===== src/hdl/mqs_pkg.sv =====
`default_nettype none
package mqs_pkg;

  typedef enum logic [1:0] {
    ST_ENQUEUED = 2'd0,
    ST_DEQUEUED = 2'd1,
    ST_EMPTY    = 2'd2,
    ST_FULL     = 2'd3
  } status_t;

  localparam logic CMD_ENQ = 1'b0;
  localparam logic CMD_DEQ = 1'b1;

  typedef enum logic [1:0] {
    S_IDLE,
    S_LOOK,
    S_DEQ
  } state_t;

  typedef struct packed {
    logic [7:0]  sender;
    logic [7:0]  ttl;
    logic [31:0] payload;
  } entry_t;

endpackage
`default_nettype wire


===== src/hdl/mqs_ifs.sv =====
`default_nettype none
interface mqs_req_if;
  logic        valid;
  logic        ready;
  logic        cmd;
  logic [3:0]  queue_id;
  logic [7:0]  sender_id;
  logic [7:0]  time_to_live;
  logic [31:0] payload;

  modport source (output valid, cmd, queue_id, sender_id, time_to_live, payload,
                  input ready);
  modport sink (input valid, cmd, queue_id, sender_id, time_to_live, payload,
                output ready);
endinterface

interface mqs_rsp_if;
  logic        valid;
  logic        ready;
  logic [1:0]  status;
  logic [7:0]  out_sender;
  logic [7:0]  out_ttl;
  logic [31:0] out_payload;

  modport source (output valid, status, out_sender, out_ttl, out_payload,
                  input ready);
  modport sink (input valid, status, out_sender, out_ttl, out_payload,
                output ready);
endinterface
`default_nettype wire


===== src/hdl/mqs_pool.sv =====
`default_nettype none
// Shared entry pool: message words and next-entry links.
module mqs_pool #(
  parameter int POOL_DEPTH = 64
) (
  input  wire logic                          clk,
  input  wire logic                          ent_we,
  input  wire logic [$clog2(POOL_DEPTH)-1:0] ent_waddr,
  input  wire mqs_pkg::entry_t               ent_wdata,
  input  wire logic                          ent_re,
  input  wire logic [$clog2(POOL_DEPTH)-1:0] ent_raddr,
  output mqs_pkg::entry_t                    ent_rdata,
  input  wire logic                          link_we,
  input  wire logic [$clog2(POOL_DEPTH)-1:0] link_waddr,
  input  wire logic [$clog2(POOL_DEPTH)-1:0] link_wdata,
  input  wire logic                          link_re,
  input  wire logic [$clog2(POOL_DEPTH)-1:0] link_raddr,
  output logic      [$clog2(POOL_DEPTH)-1:0] link_rdata
);
  localparam int PW = $clog2(POOL_DEPTH);

  mqs_pkg::entry_t ent_mem  [POOL_DEPTH];
  logic [PW-1:0]   link_mem [POOL_DEPTH];

  always_ff @(posedge clk) begin
    if (ent_we) begin
      ent_mem[ent_waddr] <= ent_wdata;
    end
    if (ent_re) begin
      ent_rdata <= ent_mem[ent_raddr];
    end
  end

  always_ff @(posedge clk) begin
    if (link_we) begin
      link_mem[link_waddr] <= link_wdata;
    end
    if (link_re) begin
      link_rdata <= link_mem[link_raddr];
    end
  end
endmodule
`default_nettype wire


===== src/hdl/mqs_qtab.sv =====
`default_nettype none
// Per-queue head/tail pointers and nonempty flags.
module mqs_qtab #(
  parameter int NUM_QUEUES = 16,
  parameter int POOL_DEPTH = 64
) (
  input  wire logic                          clk,
  input  wire logic                          rst,
  input  wire logic                          rd_en,
  input  wire logic [$clog2(NUM_QUEUES)-1:0] rd_addr,
  output logic      [$clog2(POOL_DEPTH)-1:0] head_rd,
  output logic      [$clog2(POOL_DEPTH)-1:0] tail_rd,
  input  wire logic [$clog2(NUM_QUEUES)-1:0] wr_addr,
  input  wire logic                          head_we,
  input  wire logic [$clog2(POOL_DEPTH)-1:0] head_wdata,
  input  wire logic                          tail_we,
  input  wire logic [$clog2(POOL_DEPTH)-1:0] tail_wdata,
  input  wire logic                          ne_set,
  input  wire logic                          ne_clr,
  output logic                               ne_rd
);
  localparam int PW = $clog2(POOL_DEPTH);

  logic [PW-1:0]         head_mem [NUM_QUEUES];
  logic [PW-1:0]         tail_mem [NUM_QUEUES];
  logic [NUM_QUEUES-1:0] nonempty;

  always_ff @(posedge clk) begin
    if (head_we) begin
      head_mem[wr_addr] <= head_wdata;
    end
    if (rd_en) begin
      head_rd <= head_mem[rd_addr];
    end
  end

  always_ff @(posedge clk) begin
    if (tail_we) begin
      tail_mem[wr_addr] <= tail_wdata;
    end
    if (rd_en) begin
      tail_rd <= tail_mem[rd_addr];
    end
  end

  // pointers of a queue are only trusted while its flag is set
  always_ff @(posedge clk) begin
    if (rst) begin
      nonempty <= '0;
    end else if (ne_set) begin
      nonempty[wr_addr] <= 1'b1;
    end else if (ne_clr) begin
      nonempty[wr_addr] <= 1'b0;
    end
  end

  assign ne_rd = nonempty[wr_addr];
endmodule
`default_nettype wire


===== src/hdl/multi_queue_message_store_unit.sv =====
`default_nettype none
// Bank of NUM_QUEUES message FIFOs held as linked lists in one pool of
// POOL_DEPTH entries. Each request transaction (enqueue or dequeue) gives
// exactly one response transaction. A small sequencer drives pointer, link
// and entry memories with registered reads: an enqueue, or a rejected
// request (queue empty, pool full, queue index out of range), passes through
// S_IDLE and S_LOOK and loads the response register from S_LOOK; a
// successful dequeue goes on to S_DEQ and loads it from there, the extra
// step being the read of the head entry and its link. One request is in
// work at a time; ready is high only while the sequencer is idle. The
// sequencer holds its final step while an earlier response still waits in
// the output register. Never-used entries are handed out from a fill
// counter, so the link memory needs no clearing pass after reset.
module multi_queue_message_store_unit #(
  parameter int NUM_QUEUES = 16,
  parameter int POOL_DEPTH = 64
) (
  input wire logic clk,
  input wire logic rst,
  mqs_req_if.sink  req,
  mqs_rsp_if.source rsp
);
  localparam int QW = $clog2(NUM_QUEUES);
  localparam int PW = $clog2(POOL_DEPTH);
  localparam int FW = $clog2(POOL_DEPTH + 1);

  mqs_pkg::state_t state, state_next;

  logic            cmd_r;
  logic [QW-1:0]   q_r;
  logic            q_ok;
  mqs_pkg::entry_t item;

  logic [PW-1:0] free_head, free_head_next;
  logic [FW-1:0] fresh, fresh_next;
  logic [FW-1:0] free_count, free_count_next;

  logic                    out_valid;
  logic                    load_out;
  logic                    out_free;
  mqs_pkg::status_t        status_r, status_next;
  mqs_pkg::entry_t         out_msg, out_msg_next;

  logic            ent_we, ent_re;
  logic [PW-1:0]   ent_waddr;
  mqs_pkg::entry_t ent_rdata;
  logic            link_we, link_re;
  logic [PW-1:0]   link_waddr, link_wdata, link_raddr, link_rdata;
  logic [PW-1:0]   alloc;

  logic          q_re;
  logic [PW-1:0] head_rd, tail_rd;
  logic          head_we, tail_we;
  logic [PW-1:0] head_wdata;
  logic          ne_set, ne_clr, ne_rd;
  logic          accept;

  mqs_pool #(.POOL_DEPTH(POOL_DEPTH)) u_pool (
    .clk        (clk),
    .ent_we     (ent_we),
    .ent_waddr  (ent_waddr),
    .ent_wdata  (item),
    .ent_re     (ent_re),
    .ent_raddr  (head_rd),
    .ent_rdata  (ent_rdata),
    .link_we    (link_we),
    .link_waddr (link_waddr),
    .link_wdata (link_wdata),
    .link_re    (link_re),
    .link_raddr (link_raddr),
    .link_rdata (link_rdata)
  );

  mqs_qtab #(.NUM_QUEUES(NUM_QUEUES), .POOL_DEPTH(POOL_DEPTH)) u_qtab (
    .clk        (clk),
    .rst        (rst),
    .rd_en      (q_re),
    .rd_addr    (QW'(req.queue_id)),
    .head_rd    (head_rd),
    .tail_rd    (tail_rd),
    .wr_addr    (q_r),
    .head_we    (head_we),
    .head_wdata (head_wdata),
    .tail_we    (tail_we),
    .tail_wdata (alloc),
    .ne_set     (ne_set),
    .ne_clr     (ne_clr),
    .ne_rd      (ne_rd)
  );

  assign accept   = req.valid && req.ready;
  assign out_free = !out_valid || rsp.ready;
  // fresh entries first, then the recycled stack
  assign alloc    = (fresh != FW'(POOL_DEPTH)) ? fresh[PW-1:0] : free_head;

  always_ff @(posedge clk) begin
    if (rst) begin
      state <= mqs_pkg::S_IDLE;
    end else begin
      state <= state_next;
    end
  end

  always_comb begin
    state_next      = state;
    req.ready       = 1'b0;
    q_re            = 1'b0;
    link_re         = 1'b0;
    link_raddr      = free_head;
    link_we         = 1'b0;
    link_waddr      = tail_rd;
    link_wdata      = alloc;
    ent_we          = 1'b0;
    ent_re          = 1'b0;
    ent_waddr       = alloc;
    head_we         = 1'b0;
    head_wdata      = alloc;
    tail_we         = 1'b0;
    ne_set          = 1'b0;
    ne_clr          = 1'b0;
    free_head_next  = free_head;
    fresh_next      = fresh;
    free_count_next = free_count;
    load_out        = 1'b0;
    status_next     = mqs_pkg::ST_ENQUEUED;
    out_msg_next    = '0;
    unique case (state)
      mqs_pkg::S_IDLE: begin
        req.ready = 1'b1;
        if (req.valid) begin
          q_re       = 1'b1;
          link_re    = 1'b1;
          state_next = mqs_pkg::S_LOOK;
        end
      end
      mqs_pkg::S_LOOK: begin
        if (cmd_r == mqs_pkg::CMD_ENQ) begin
          if (out_free) begin
            load_out   = 1'b1;
            state_next = mqs_pkg::S_IDLE;
            if (!q_ok || free_count == '0) begin
              status_next = mqs_pkg::ST_FULL;
            end else begin
              status_next     = mqs_pkg::ST_ENQUEUED;
              ent_we          = 1'b1;
              free_count_next = free_count - FW'(1);
              if (fresh != FW'(POOL_DEPTH)) begin
                fresh_next = fresh + FW'(1);
              end else begin
                free_head_next = link_rdata;
              end
              if (ne_rd) begin
                link_we = 1'b1;
              end else begin
                head_we = 1'b1;
              end
              tail_we = 1'b1;
              ne_set  = 1'b1;
            end
          end
        end else if (!q_ok || !ne_rd) begin
          if (out_free) begin
            load_out    = 1'b1;
            status_next = mqs_pkg::ST_EMPTY;
            state_next  = mqs_pkg::S_IDLE;
          end
        end else begin
          link_re    = 1'b1;
          link_raddr = head_rd;
          ent_re     = 1'b1;
          state_next = mqs_pkg::S_DEQ;
        end
      end
      mqs_pkg::S_DEQ: begin
        if (out_free) begin
          load_out     = 1'b1;
          status_next  = mqs_pkg::ST_DEQUEUED;
          out_msg_next = ent_rdata;
          if (head_rd == tail_rd) begin
            ne_clr = 1'b1;
          end else begin
            head_we    = 1'b1;
            head_wdata = link_rdata;
          end
          // push the freed entry onto the recycled stack
          link_we        = 1'b1;
          link_waddr     = head_rd;
          link_wdata     = free_head;
          free_head_next = head_rd;
          if (free_count != FW'(POOL_DEPTH)) begin
            free_count_next = free_count + FW'(1);
          end
          state_next = mqs_pkg::S_IDLE;
        end
      end
      default: begin
        state_next = mqs_pkg::S_IDLE;
      end
    endcase
  end

  always_ff @(posedge clk) begin
    if (rst) begin
      free_head  <= '0;
      fresh      <= '0;
      free_count <= FW'(POOL_DEPTH);
    end else begin
      free_head  <= free_head_next;
      fresh      <= fresh_next;
      free_count <= free_count_next;
    end
  end

  always_ff @(posedge clk) begin
    if (accept) begin
      cmd_r        <= req.cmd;
      q_r          <= QW'(req.queue_id);
      q_ok         <= (32'(req.queue_id) < 32'(NUM_QUEUES));
      item.sender  <= req.sender_id;
      item.ttl     <= req.time_to_live;
      item.payload <= req.payload;
    end
  end

  always_ff @(posedge clk) begin
    if (rst) begin
      out_valid <= 1'b0;
    end else if (load_out) begin
      out_valid <= 1'b1;
    end else if (rsp.ready) begin
      out_valid <= 1'b0;
    end
  end

  always_ff @(posedge clk) begin
    if (load_out) begin
      status_r <= status_next;
      out_msg  <= out_msg_next;
    end
  end

  assign rsp.valid       = out_valid;
  assign rsp.status      = status_r;
  assign rsp.out_sender  = out_msg.sender;
  assign rsp.out_ttl     = out_msg.ttl;
  assign rsp.out_payload = out_msg.payload;
endmodule
`default_nettype wire


===== src/flat_wrapper.sv =====
// flat-port wrapper written by rule: the top's interface ports become plain ports
module multi_queue_message_store_unit_flat 
#(
  parameter int NUM_QUEUES = 16,
  parameter int POOL_DEPTH = 64
)
  (clk, rst, req_valid, req_cmd, req_queue_id, req_sender_id, req_time_to_live, req_payload, req_ready, rsp_valid, rsp_status, rsp_out_sender, rsp_out_ttl, rsp_out_payload, rsp_ready);
  mqs_req_if req_i ();
  mqs_rsp_if rsp_i ();
  input wire logic clk;
  input wire logic rst;
  input wire logic [$bits(req_i.valid)-1:0] req_valid;
  input wire logic [$bits(req_i.cmd)-1:0] req_cmd;
  input wire logic [$bits(req_i.queue_id)-1:0] req_queue_id;
  input wire logic [$bits(req_i.sender_id)-1:0] req_sender_id;
  input wire logic [$bits(req_i.time_to_live)-1:0] req_time_to_live;
  input wire logic [$bits(req_i.payload)-1:0] req_payload;
  output wire logic [$bits(req_i.ready)-1:0] req_ready;
  output wire logic [$bits(rsp_i.valid)-1:0] rsp_valid;
  output wire logic [$bits(rsp_i.status)-1:0] rsp_status;
  output wire logic [$bits(rsp_i.out_sender)-1:0] rsp_out_sender;
  output wire logic [$bits(rsp_i.out_ttl)-1:0] rsp_out_ttl;
  output wire logic [$bits(rsp_i.out_payload)-1:0] rsp_out_payload;
  input wire logic [$bits(rsp_i.ready)-1:0] rsp_ready;
  assign req_i.valid = req_valid;
  assign req_i.cmd = req_cmd;
  assign req_i.queue_id = req_queue_id;
  assign req_i.sender_id = req_sender_id;
  assign req_i.time_to_live = req_time_to_live;
  assign req_i.payload = req_payload;
  assign req_ready = req_i.ready;
  assign rsp_valid = rsp_i.valid;
  assign rsp_status = rsp_i.status;
  assign rsp_out_sender = rsp_i.out_sender;
  assign rsp_out_ttl = rsp_i.out_ttl;
  assign rsp_out_payload = rsp_i.out_payload;
  assign rsp_i.ready = rsp_ready;
  multi_queue_message_store_unit #(.NUM_QUEUES(NUM_QUEUES), .POOL_DEPTH(POOL_DEPTH)) u_core (.clk(clk), .rst(rst), .req(req_i), .rsp(rsp_i));
endmodule

===== config.mk =====
export PLATFORM = sky130hd
export DESIGN_NAME = multi_queue_message_store_unit_flat
export DESIGN_NICKNAME = d
export VERILOG_FILES = /design/src/hdl/mqs_pkg.sv /design/src/hdl/mqs_ifs.sv /design/src/hdl/mqs_pool.sv /design/src/hdl/mqs_qtab.sv /design/src/hdl/multi_queue_message_store_unit.sv /design/src/flat_wrapper.sv
export SDC_FILE = /design/constraint.sdc
export NUM_CORES = 2
export LEC_CHECK = 0
export BUFFER_PORTS_ARGS = -buffer_cell sky130_fd_sc_hd__buf_2
export CORE_ASPECT_RATIO = 0.9
export CORE_MARGIN = 4
export CORE_UTILIZATION = 26
export DETAILED_ROUTE_END_ITERATION = 8
export GPL_TIMING_DRIVEN = 1
export HOLD_SLACK_MARGIN = 0.02
export MAX_ROUTING_LAYER = met4
export PLACE_DENSITY = 0.4
export SYNTH_ARGS = -nofsm -noshare
export SYNTH_HDL_FRONTEND = slang
export SYNTH_SLANG_ARGS = --single-unit
export TNS_END_PERCENT = 100

===== constraint.sdc =====
create_clock -name clk -period 8.3 [get_ports clk]
set_clock_uncertainty 0.1 [all_clocks]
set_input_delay 0 -clock clk [delete_from_list [all_inputs] [get_ports clk]]
set_output_delay 0 -clock clk [all_outputs]
set_load 0.05 [all_outputs]

# --- Yosys cells after proc, flatten, opt, wreduce, memory -nomap -nowiden ---
# Memories as Yosys holds them, arrays and structs flattened. A register that Yosys moved wholly into a read port is not among the register bits.
# Index checks and enable logic that the tools add are counted.
classes:
  n_eq_ne: 12
  add_sub_neg: 3
  n_reduce_logical: 13
  mux: 78
  n_lt_le_gt_ge: 2
  n_bitwise: 5
op_table:
  columns: ["op", "count"]
  rows:
  - ["2-to-1 mux 6 bit", 16]
  - ["2-to-1 mux 1 bit", 36]
  - ["2-to-1 mux 7 bit", 5]
  - ["2-to-1 mux 16 bit", 2]
  - ["2-to-1 mux 2 bit", 9]
  - ["bitwise AND 16 bit", 1]
  - ["inverter 16 bit", 1]
  - ["bitwise OR 16 bit", 1]
  - ["adder 7 x 1 -> 7 bit, second input constant", 2]
  - ["!= test 7 bit, second input constant", 2]
  - ["one-hot mux 7 bit (2 select lines)", 1]
  - ["one-hot mux 6 bit (2 select lines)", 1]
  - ["AND reduction 6 bit", 2]
  - ["!= test 2 bit, second input constant", 4]
  - ["one-hot mux 1 bit (2 select lines)", 4]
  - ["zero test 7 bit", 1]
  - ["subtractor 7 x 1 -> 7 bit, second input constant", 1]
  - ["equality test 6 bit", 1]
  - ["!= test 2 x 1 -> 1 bit, second input constant", 3]
  - ["one-hot mux 2 bit (3 select lines)", 1]
  - ["nonzero test 2 bit", 3]
  - ["less-than comparator 4 x 5 -> 1 bit, second input constant", 1]
  - ["AND reduction 5 bit", 1]
  - ["binary-select mux 1 bit (select 4 bit)", 1]
  - ["11 further kinds", 13]
totals:
  n_memories: 4
  output_inout_bits: 52
  ramBits: 3648
  regBits: 142
  inputBits: 57
  elab_cells: 132
mem_list:
  columns: ["name", "depth", "width", "read_ports", "rd_clocked_by_memory_dff", "write_ports", "line", "source"]
  rows:
  - ["u_core.u_pool.ent_mem", 64, 48, 1, 1, 1, "mqs_pool.sv:22", "mqs_pkg::entry_t ent_mem [POOL_DEPTH];"]
  - ["u_core.u_pool.link_mem", 64, 6, 1, 1, 1, "mqs_pool.sv:23", "logic [PW-1:0] link_mem [POOL_DEPTH];"]
  - ["u_core.u_qtab.head_mem", 16, 6, 1, 1, 1, "mqs_qtab.sv:24", "logic [PW-1:0] head_mem [NUM_QUEUES];"]
  - ["u_core.u_qtab.tail_mem", 16, 6, 1, 1, 1, "mqs_qtab.sv:25", "logic [PW-1:0] tail_mem [NUM_QUEUES];"]

# --- Depth between registers and ports, before layout ---
depth:
  depth_word: 9
  ltp_mapped: 14
  ltp_nobuf: 12

# --- Modules after synthesis ---
# A second synthesis with hierarchy kept.
hier_totals:
  cells_unflattened: 6584
  area_unflattened_um2: 147491.5
by_module_without_submodules:
  columns: ["module", "seq_area_each_um2", "cells_per_inst", "area_each_um2", "instances"]
  rows:
  - ["mqs_pool", 105401.1, 5749, 133260.3, 1]
  - ["mqs_qtab", 6446.2, 444, 8778.4, 1]
  - ["multi_queue_message_store_unit", 3553.4, 391, 5452.7, 1]

# --- Worst setup path after synthesis ---
# No wires, ideal clock.
synth_path:
  kind: "flip-flop to flip-flop"
  from: "register u_core.fresh[0]"
  to: "memory u_core.u_pool.ent_mem[25][0] (netlist bit) (enable)"
  path_slack_ps: 2951
  arrival_time_ps: 4795
  path_buffers: 0
  setup_time_ps: 454
  synth_period_minus_slack_ps: 5349
  stages_incl_launch_ff: 10
  required_ps: 7746
  cell_sequence: "dfxtp_1 -> inv_1 -> ha_1 -> or4b_2 -> nor3b_1 -> mux2i_1 -> inv_1 -> nor2_1 -> nand2_1 -> nor2_1"
synth_between:
  elab_chain_len: 2
synth_lines:
  columns: ["item", "line", "source"]
  rows:
  - ["from (decl)", "multi_queue_message_store_unit.sv:35", "logic [FW-1:0] fresh, fresh_next;"]
  - ["from (signal assigned)", "multi_queue_message_store_unit.sv:209", "fresh <= fresh_next;"]
  - ["!= test 7 bit", "multi_queue_message_store_unit.sv:94", "assign alloc = (fresh != FW'(POOL_DEPTH)) ? fresh[PW-1:0] : free_head;"]
  - ["2-to-1 mux 6 bit", "multi_queue_message_store_unit.sv:94", null]
  - ["via u_core.alloc[1]", "multi_queue_message_store_unit.sv:49", "logic [PW-1:0] alloc;"]
  - ["to (decl)", "mqs_pool.sv:22", null]
# The timed path passes the listed nets, and every way through them passes these cells.

# --- Final worst setup path ---
layout_path:
  from: "register u_core.fresh[1]"
  to: "memory u_core.u_pool.ent_mem[10][19] (netlist bit) (enable)"
# The elaborated chain is that of the path after synthesis.

==> results.cfg <==
[outcome]
run_status = complete, no violations

[power_and_ir_drop]
power_density_nw_per_um2 = 241
power_frac_clock = 0.428
leakage_nw = 52.3
internal_power_w = 0.0324
seqPwrFrac = 0.518
swShare = 0.219
switchingPower_w = 0.00911
comb_power_share = 0.054
ir_worst_vdd_mv = 0.175

[route]
vias = 70500
avgRoutedWirePerCell_um = 31.0
dr.pass1.iters = 8
first_iter_violations = 7628
vias_per_cell = 4.77
ant_nets = 0
drc = 0
routed_wl_mm = 458

[sta]
slew_headroom = 0.0915
finalHoldViolCount = 0
worst_pin_slew_ns = 1.36
maxSlewViolCount = 0
period_share = 0.690
fmax_mhz = 175
rsz0062_at_grt = no
holdWs_ns = 0.128
finalWorstSetupSlack_ns = 2.57
setup_violations = 0
tns_ns = 0
finalCriticalPeriod_ns = 5.73

[worst_setup_path]
slowest_stage = nor2_4
worstSetupEndpointType = flip-flop
cp.depth = 10
critPathMaxStageDelay_ns = 0.77
critPathTopFamily = simple AND/OR/NAND/NOR gates
crit_required_ns = 8.79
critical_path_class = reg -> reg
crit_chain = inv_1, ha_1, or4b_2, nor3b_1, mux2i_1, inv_1, nor2_1, nand2_1, nor2_4, buf_4
startpoint_type = flip-flop
crit_path_frequent_cell = inv_1
cp_num_buf_inv = 3
path_max_fanout = 35
crit_arrival_ns = 6.21
r2r_cells = 10

[logic_synthesis]
synth_top_area_cell = edfxtp_1
seq_area_frac_synth = 0.785
synth_area_sq_um = 147000
avgSynthCellArea_sq_um = 22.9
synthFlopType = edfxtp_1
synthCells = 6421
ys_types = 53
synth_fp_nets = 6490
synth.most_common_cell = edfxtp_1
synth_area_leaders = edfxtp_1, mux4_2, nand2_1, mux2i_1, clkbuf_1
yosys-top-cells-count = edfxtp_1, mux4_2, nand2_1, clkbuf_1, nor2_1
yosysWarnings = 0
synthArstFlopShare = 0
synth_top_cell_area_share = 0.779
synth_edf_count = 3817
synth-seq-cells = 3856

[finish]
syn_to_final_growth_pct = 17.3
finalNetCount = 7008
regArea_sq_um = 115000
n_fill_cell = 53900
utilization = 0.306
multi_input_area_sq_um = 30900
final_layout_size_suffix_gt1_frac = 0.282

[run]
maxCapViolations = 0

[global_route]
grt_pass1_wl_mm = 627
antenna_found_initial = 33
grt.total_usage = 0.159
first_global_vias = 72100
grt_overflow_total = 0
grt_max_degree = 111

[hold_path]
holdCritPathClass = in -> reg
holdPathStages = 3

[cts]
cts-root-buf = clkbuf_16
h-tree-depth = 5
cts_sinks = 3856
clock_latency_ns = 1.00
cts_tree = built
clkTransAtPathRegs_ns = 0.06
cts_buffer_depth = 4
numCtsBuffers = 400
cts_resized = 0

[place]
gp_congestion = 0.776
dpl.hpwl_mm = 255
portBuffers = 108
dp_worst_setup_slack_ns = 2.58

[floorplanning]
rows = 261
dieArea_sq_um = 578000
initial_utilization = 0.261
ios = 109
chipHeight_um = 722
core_area_sq_um = 563000
die_w_um = 801
-- worst paths after layout --
| kind | from | end | slack (ns) |
|---|---|---|---|
| min reg2reg | flip-flop | flip-flop | 0.38 |
| min | req_queue_id[3] | u_core.u_qtab.head_rd[4] | 0.13 |
| max | u_core.fresh[1] | u_core.u_pool.ent_mem[10][19] | 2.57 |
| max reg2reg | u_core.fresh[1] | u_core.u_pool.ent_mem[10][19] | 2.57 |
-- worst reg2reg max path: stages (launching register included) --
cell and delay (ns):
dfxtp_1 0.35, inv_1 0.11, ha_1 0.17, or4b_2 0.62
nor3b_1 0.40, mux2i_1 0.60, inv_1 0.46, nor2_1 0.38
nand2_1 0.55, nor2_4 0.78, buf_4 0.75
-- cells in the final DEF, fill, tap and decap left out, types with 37 or more instances in the layout --
master	netlist	final
mux2i_1	93	90
clkinv_2	0	74
dlygate4sd3_1	0	114
nand2_1	331	331
nand3_1	103	103
nand4_1	37	37
buf_4	3	180
dfxtp_1	39	39
buf_2	19	107
nor2_1	204	140
clkbuf_16	0	405
and3_1	53	53
buf_12	0	44
a21oi_1	65	59
clkbuf_1	219	91
mux4_2	1072	1072
nor2_4	0	64
clkinv_1	0	88
edfxtp_1	3817	3817
-- routing by layer --
| layer | share of wire | track usage | up-vias |
|---|---|---|---|
| met5 | 0 | - | - |
| met3 | 0.049 | 0.0196 | 521 |
| met2 | 0.47 | 0.246 | 2109 |
| met4 | 0.019 | 0.0299 | 0 |
| li1 | - | - | 28300 |
| met1 | 0.47 | 0.229 | 39500 |
-- sequential cells by signal, summed over array words and instances (netlist names), named ones only --
register                  flops
u_core.u_qtab.tail_mem       96
u_core.rsp.status             2
u_core.free_count             7
u_core.u_pool.ent_mem      3072
u_core.rsp.out_payload       32
u_core.state                  2
u_core.u_pool.ent_rdata      48
u_core.u_qtab.tail_rd         6
u_core.rsp.out_ttl            8
u_core.rsp.valid              1
u_core.item                  48
u_core.cmd_r                  1
u_core.u_qtab.head_rd         6
u_core.u_pool.link_mem      384
u_core.fresh                  7
u_core.free_head              6
u_core.u_pool.link_rdata      6
u_core.rsp.out_sender         8
u_core.u_qtab.head_mem       96
u_core.q_r                    4
-- cell type report --
type,instances,area share
sequential,3856,0.669
multi-input combinational,2203,0.179
timing repair buffer,445,0.0227
antenna,15,0.000218
inverter,33,0.000762
tap,7495,0.0544
clock buffer,496,0.0607
clock inverter,235,0.0131
-- power groups by stage --
| stage | clock (W) | sequential [W] | combinational (W) |
|---|---|---|---|
| 2_1_floorplan | 0 | 0.0221 | 0.00121 |
| 3_3_place_gp | 0 | 0.0219 | 0.00222 |
| 3_5_place_dp | 0 | 0.0219 | 0.00224 |
| 4_1_cts | 0.0183 | 0.0215 | 0.00229 |
| 5_1_grt | 0.0192 | 0.0215 | 0.00237 |
| 6_report | 0.0178 | 0.0215 | 0.00222 |
-- stage by stage --
step                      area, sq um  std cells  power, W
after floorplan                147000       6421    0.0233
after global placement         159000      13900    0.0242
after detailed placement       159000      13900    0.0242
after CTS                      172000      14800    0.0421
after global routing           172000      14800    0.0430
final                          172000      14800    0.0415
-- timing repair --
action                                 4_1_cts  5_1_grt
endpoints found under the hold margin      151        0
hold buffers                               115        0
setup buffers                                0        0
-- kinds of logic after synthesis --
| logic type | count (synthesis) | share of synthesized area |
|---|---|---|
| adder cells (fa/ha/maj) | 12 | 0.00107 |
| flip-flops | 3856 | 0.785 |
| multiplexers | 1179 | 0.172 |
| AO/OA/AOI/OAI | 196 | 0.00812 |
| AND/OR/NAND/NOR | 799 | 0.0240 |
| XOR/XNOR | 17 | 0.00101 |
| buffers and inverters | 362 | 0.00958 |
Power figures use the tool's default switching activity.
